`config.mk`:
```
export PLATFORM = sky130hd
export DESIGN_NAME = bbme_ctrl
export DESIGN_NICKNAME = d
export VERILOG_FILES = /design/src/hw/rtl/bbme_pkg.sv /design/src/hw/rtl/bbme_ctrl.sv
export SDC_FILE = /design/constraint.sdc
export NUM_CORES = 1
export LEC_CHECK = 0
export ABC_AREA = 1
export BUFFER_PORTS_ARGS = -buffer_cell sky130_fd_sc_hd__buf_2
export CORE_AREA = 2 2 39 41
export CTS_CLUSTER_DIAMETER = 150
export DETAILED_ROUTE_END_ITERATION = 7
export DIE_AREA = 0 0 41 43
export SETUP_SLACK_MARGIN = 0.5
export SKIP_CTS_REPAIR_TIMING = 1
export SLEW_MARGIN = 0
export SYNTH_ARGS = -nofsm -noshare
export SYNTH_HDL_FRONTEND = slang
export SYNTH_SLANG_ARGS = --single-unit
```
`constraint.sdc`:
```
create_clock -name clk_i -period 0.9 [get_ports clk_i]
set_input_delay 0.18 -clock clk_i [delete_from_list [all_inputs] [get_ports clk_i]]
set_output_delay 0.18 -clock clk_i [all_outputs]
set_load 0.02 [all_outputs]
```
`src/hw/rtl/bbme_pkg.sv`:
```
// Shared types and codes for the bus bridge mailbox engine.
package bbme_pkg;

  typedef enum logic [1:0] {
    ACT_BUS_WRITE = 2'd0,
    ACT_BUS_READ  = 2'd1,
    ACT_PUSH      = 2'd2,
    ACT_CLEAR     = 2'd3
  } action_e;

  typedef enum logic [1:0] {
    KIND_ACK     = 2'd0,
    KIND_PAYLOAD = 2'd1,
    KIND_RDATA   = 2'd2,
    KIND_INVALID = 2'd3
  } kind_e;

  typedef enum logic [1:0] {
    PH_IDLE    = 2'd0,
    PH_LENGTH  = 2'd1,
    PH_PAYLOAD = 2'd2
  } parse_e;

  typedef enum logic [1:0] {
    RS_NONE    = 2'd0,
    RS_ARMED   = 2'd1,
    RS_SENDING = 2'd2
  } resp_e;

  // controller sequence
  typedef enum logic [1:0] {
    ST_IDLE = 2'd0,
    ST_READ = 2'd1,
    ST_EXEC = 2'd2,
    ST_OUT  = 2'd3
  } ctrl_e;

  localparam logic [7:0] EMPTY_BYTE = 8'hFF;
  localparam logic [7:0] READ_FLAG  = 8'h80;
  localparam logic [7:0] DEV_MASK   = 8'h7F;

  typedef struct packed {
    logic load;   // capture input item, start state/table read
    logic exec;   // compute result and update state
  } cmd_t;

endpackage

```
`src/hw/rtl/bbme_ctrl.sv`:
```
// Controller state machine sequencing one item through the datapath.
module bbme_ctrl (
  input  logic          clk_i,
  input  logic          rst_ni,
  input  logic          in_valid_i,
  output logic          in_ready_o,
  output logic          out_valid_o,
  input  logic          out_ready_i,
  output bbme_pkg::cmd_t cmd_o
);
  import bbme_pkg::*;

  ctrl_e state_q, state_d;

  // next state
  always_comb begin
    state_d = state_q;
    unique case (state_q)
      ST_IDLE: if (in_valid_i) state_d = ST_READ;
      ST_READ: state_d = ST_EXEC;
      ST_EXEC: state_d = ST_OUT;
      ST_OUT:  if (out_ready_i) state_d = ST_IDLE;
      default: state_d = ST_IDLE;
    endcase
  end

  // outputs
  always_comb begin
    in_ready_o  = 1'b0;
    out_valid_o = 1'b0;
    cmd_o       = '0;
    unique case (state_q)
      ST_IDLE: begin
        in_ready_o = 1'b1;
        cmd_o.load = in_valid_i;
      end
      ST_READ: ;
      ST_EXEC: cmd_o.exec = 1'b1;
      ST_OUT:  out_valid_o = 1'b1;
      default: ;
    endcase
  end

  always_ff @(posedge clk_i or negedge rst_ni) begin
    if (!rst_ni) state_q <= ST_IDLE;
    else         state_q <= state_d;
  end

  // a result is offered only after its item was executed
  assert property (@(posedge clk_i) disable iff (!rst_ni)
    cmd_o.exec |=> out_valid_o)
    else $error("result not offered after execute");
  assert property (@(posedge clk_i) disable iff (!rst_ni)
    (out_valid_o && !out_ready_i) |=> out_valid_o)
    else $error("result dropped while stalled");
  assert property (@(posedge clk_i) disable iff (!rst_ni)
    cmd_o.load |=> !in_ready_o)
    else $error("second item taken while busy");
endmodule

```
* Word-level counts from Yosys, hierarchy flattened
Cells that the tools add are included.
** Word-level totals
- Word-level logic and storage cells :: 15
- Output and inout bits :: 4
- Bits in registers :: 2
- Input bits :: 4
** Operators by class
- Reductions and logical operators :: 2
- Equality and inequality tests :: 5
- Mux-type cells :: 7
** Operator list (count)
- 2-bit case mux with 4 select lines :: 1
- 2-bit == test (second input constant) :: 2
- 1-bit 2-to-1 mux :: 4
- 2-bit 2-to-1 mux :: 2
- 2-bit != test (second input constant) :: 2
- 2-bit by 1-bit == test with 1-bit output (second input constant) :: 1
- 2-bit zero test :: 1
- 2-bit AND reduction :: 1

* Logic depth before layout (Yosys ltp)
- Depth in word-level cells :: 3
- Mapped depth :: 6
- Depth with buffers taken out :: 6

* Worst setup path before layout
Ideal clock, no wire load.
- Path kind :: register to output
- Start point :: reg state_q[0]
- End point :: out cmd_o[1] in the netlist's numbering
- Slack :: -0.274 ns
- Stages on the path, launching flop included :: 5
- Arrival time :: 0.994 ns
- Data required time :: 0.720 ns
- Cells stage by stage :: dfrtp_1 inv_1 ha_1 nand2_1 inv_1
** RTL lines
- start, declared :: line bbme_ctrl.sv:13 : ctrl_e state_q, state_d;
- start signal, assigned :: line bbme_ctrl.sv:46 : else state_q <= state_d;
- end, declared :: line bbme_ctrl.sv:9 : output bbme_pkg::cmd_t cmd_o

* Worst setup path in the final report
- Start point :: reg state_q[1]
- End point :: out out_valid_o
** On the way
- Word-level cells in the longest chain between the ends :: 2
** Ends and longest elaborated chain
- 2-bit == test :: line bbme_ctrl.sv:32 : unique case (state_q)
- 1-bit 2-to-1 mux :: line bbme_ctrl.sv:32
- end, declared :: line bbme_ctrl.sv:7 : output logic out_valid_o,
No other way between the ends.

==> reports/qor.log <==
INFO  run_status     status=complete, but fails checks
INFO  run_status     violations=setup timing
INFO  worst_setup_path cp_endpoint_kind=output pin
INFO  logic_synthesis synth_flop_cell=sky130_fd_sc_hd__dfrtp_1
INFO  worst_hold_path hold_class=primary input to async pin
INFO  cts            master_cell_of_the_clock_root_buffer=sky130_fd_sc_hd__clkbuf_4
INFO  layout         largest_registers=state_q (2)
INFO  placed_design  portBuffers=7
INFO  layout         multi_input_gate_area=124um^2
INFO  detailed_routing detail-route-antenna-nets=0
INFO  floorplanning  design.portCount=8
INFO  logic_synthesis simple_gate_share_of_the_synthesized_area=30.0%
INFO  cts            cts-buffers-inserted=3
INFO  logic_synthesis synth_cells=23
INFO  layout         final_layout_size_suffix_gt1_share=61.1%
INFO  logic_synthesis synthMuxAreaShare=0%
INFO  cts            cts_tree=yes
INFO  timing         holdWs=0.272ns
INFO  worst_setup_path worst-path-max-fanout=4
INFO  timing         slew_headroom=89.4%
INFO  logic_synthesis share_of_async_settable_or_async_resettable_flops_after_synthesis=100%
INFO  global_routing antenna_found_initial=0
INFO  timing         report.final.slew_viol_count=0
INFO  layout         antenna-diode-count=0
INFO  detailed_routing routedWlPerCell=6.98um
INFO  pwr            ir_drop=659uV
INFO  global_routing first_global_vias=149
INFO  logic_synthesis synth_xor_xnor_area_share=0%
INFO  worst_setup_path critPathMaxStageDelay=0.41ns
INFO  logic_synthesis synth_enable_flop_cells=0
INFO  cts            worst_setup_hold_path_clk_slew=0.03ns
INFO  detailed_routing num_vias=171
INFO  timing         finalSetupViolations=6
INFO  pwr            power_leakage=0.000180uW
INFO  layout         largest_register=state_q
INFO  cts            clock_sinks=2
INFO  pwr            power.density=3760mW/mm^2
INFO  layout         area.sequential=50.0um^2
INFO  cts            depth_of_the_cts_h_tree=1
INFO  logic_synthesis syn-cell-area=163um^2
INFO  timing         max_clock_freq=807MHz
INFO  worst_setup_path path_buf_inv=2
INFO  worst_setup_path timing_worst_setup_path_type=register to output pin
INFO  global_routing grt_pass1_wl=503um
INFO  detailed_routing post-route-drc-count=0
INFO  cts            max-clock-path-buffers=2
INFO  timing         fin_ws=-0.339ns
INFO  detailed_routing route.detailed.vias_per_inst=3.29
INFO  worst_setup_path critPathSlowestCell=sky130_fd_sc_hd__dfrtp_1
INFO  logic_synthesis synth.cells.most_frequent=7 x sky130_fd_sc_hd__inv_1, 7 x sky130_fd_sc_hd__nand2_1, 3 x sky130_fd_sc_hd__ha_1
INFO  logic_synthesis ys_ff_latch=2
INFO  logic_synthesis yosysTopAreaCell=sky130_fd_sc_hd__dfrtp_1
INFO  worst_setup_path worst-endpoint-required=0.72ns
INFO  global_routing globalRouteTotalUtil=5.02%
INFO  logic_synthesis synth_top_area_share=30.8%
INFO  worst_setup_path critPathArrivalTime=1.06ns
INFO  timing         min_period=1.24ns
INFO  worst_setup_path cp_common_cell=sky130_fd_sc_hd__buf_6
INFO  detailed_routing detailedRoute.firstIterationViolations=0
INFO  logic_synthesis synth.net_count=30
INFO  floorplanning  rows=14
INFO  logic_synthesis post_synth_num_cell_types=6
INFO  pwr            finalPower=1220uW
INFO  layout         number_of_flip_flops_under_the_largest_register_name=2
INFO  worst_setup_path timing.critical_path.from_type=register
INFO  layout         finish.utilization=23.5%
INFO  timing         final_hold_violation_count=0
INFO  timing         timing.clock.skew=0.00208ns
INFO  worst_setup_path top_family_by_delay_on_critical_path=flip-flops
INFO  floorplanning  floorplan.core_area=0.00138mm^2
INFO  logic_synthesis yosys_warnings=0
INFO  floorplanning  fp.dieArea=0.00176mm^2
INFO  timing         timing_worst_slew_pin_value=0.159ns
INFO  cts            insertion_delay=0.22ns
INFO  detailed_routing route.final.wire_length=363um
INFO  layout         nFillCells=154
INFO  logic_synthesis postSynthAreaPerCell=7.07um^2
INFO  timing         fin_setup_tns=-1.52ns
INFO  timing         grt_setup_unrepaired=true
INFO  layout         finish.net_count=45
INFO  global_routing grt_overflow_total=0
INFO  placed_design  instance_area_at_placement=235um^2
INFO  placed_design  dp_hpwl=259um
INFO  floorplanning  floorplan.die.height=43um
INFO  logic_synthesis main_combinational_cell_family_by_area_after_synthesis=simple AND/OR/NAND/NOR gates
INFO  placed_design  finalWeightedCongestion=0.648
INFO  worst_setup_path worstPathCellList=buf_6 > ha_4 > buf_6
INFO  global_routing grt_max_degree=5
INFO  timing         layout_worst_path_cycle_share=138%
INFO  logic_synthesis compound_cell_area_share_of_the_yosys_netlist=0%
INFO  floorplanning  die_width=41um
INFO  detailed_routing first_pass_iters=1
INFO  layout         finish.instance_area=325um^2
INFO  floorplanning  starting_density_of_the_core=11.8%
INFO  layout         layout_stage_area_growth_over_the_synthesis_result=100%
INFO  logic_synthesis synth_sequential_area_ratio=30.8%
INFO  job            max_cap_violation_count=0
INFO  logic_synthesis synth_top_cells_by_area=sky130_fd_sc_hd__dfrtp_1 31%, sky130_fd_sc_hd__ha_1 23%, sky130_fd_sc_hd__inv_1 16%, sky130_fd_sc_hd__nand2_1 16%, sky130_fd_sc_hd__nand2_2 7.7%
INFO  logic_synthesis post_synth_fa_ha_maj_area_fraction=23.1%
## metal layers
layer  global-route usage (%)  wire length [um]  vias up
met5                        0                 0        -
met4                     8.00                11        0
met3                     3.14                33        2
met2                     5.63               198        7
met1                     4.50               119       70
li1                         -                 -       92
## logic make-up after synthesis
| family | after synthesis |
|---|---|
| buffers and inverters | 7 |
| flip-flops | 2 |
| AND/OR/NAND/NOR | 11 |
| adder cells (fa/ha/maj) | 3 |
## worst paths after layout
kind                                   from     endpoint  slack, ns  cells past startpoint
worst max-delay path             state_q[1]  out_valid_o      -0.34                      3
worst min-delay path                 rst_ni   state_q[1]       0.27                      2
worst max register to register   state_q[1]   state_q[0]      -0.15                      6
worst min register to register   state_q[1]   state_q[1]       0.56                      2
max in group asynchronous            rst_ni   state_q[0]       0.53                      2
min in group clk_i              out_ready_i   state_q[1]       0.32                      5
## cells in the final DEF, fill, tap and decap left out
cell	Yosys	layout
sky130_fd_sc_hd__dfrtp_1	2	2
sky130_fd_sc_hd__dlygate4sd3_1	0	1
sky130_fd_sc_hd__inv_2	0	3
sky130_fd_sc_hd__buf_4	0	1
sky130_fd_sc_hd__clkbuf_4	0	3
sky130_fd_sc_hd__buf_2	0	4
sky130_fd_sc_hd__nand2_1	7	5
sky130_fd_sc_hd__ha_4	0	2
sky130_fd_sc_hd__buf_6	0	4
sky130_fd_sc_hd__nand2_4	0	1
sky130_fd_sc_hd__ha_2	0	1
sky130_fd_sc_hd__inv_1	7	4
sky130_fd_sc_hd__nand3_1	2	2
sky130_fd_sc_hd__nand2_2	2	3
## through the flow
step                setup slack, ns  instances
floorplan                   -0.0970         23
global placement             -0.136         46
detailed placement           -0.152         46
CTS                          -0.397         49
global route                 -0.400         52
finish                       -0.339         52
## worst register-to-register path: cells and delay by family, from the launching register on
kind                       cells  cell delay [ns]
DFF                            1             0.41
and+or+nand+nor                4             0.22
adders and majority gates      1             0.16
buffers and inverters          1             0.14
## cell type report
cell class	count	share of cell area [%]
inverters	7	8.08
clock buffers	3	6.92
flip-flops and latches	2	15.4
well taps	16	6.15
multi-input cells	14	38.1
repair buffers	10	25.4
## power by group
group          total [uW]  switching [uW]  internal [uW]
Clock                 200            52.4            147
Combinational         835             421            415
Sequential            189            47.2            142
(Power assumes the default switching activity.)
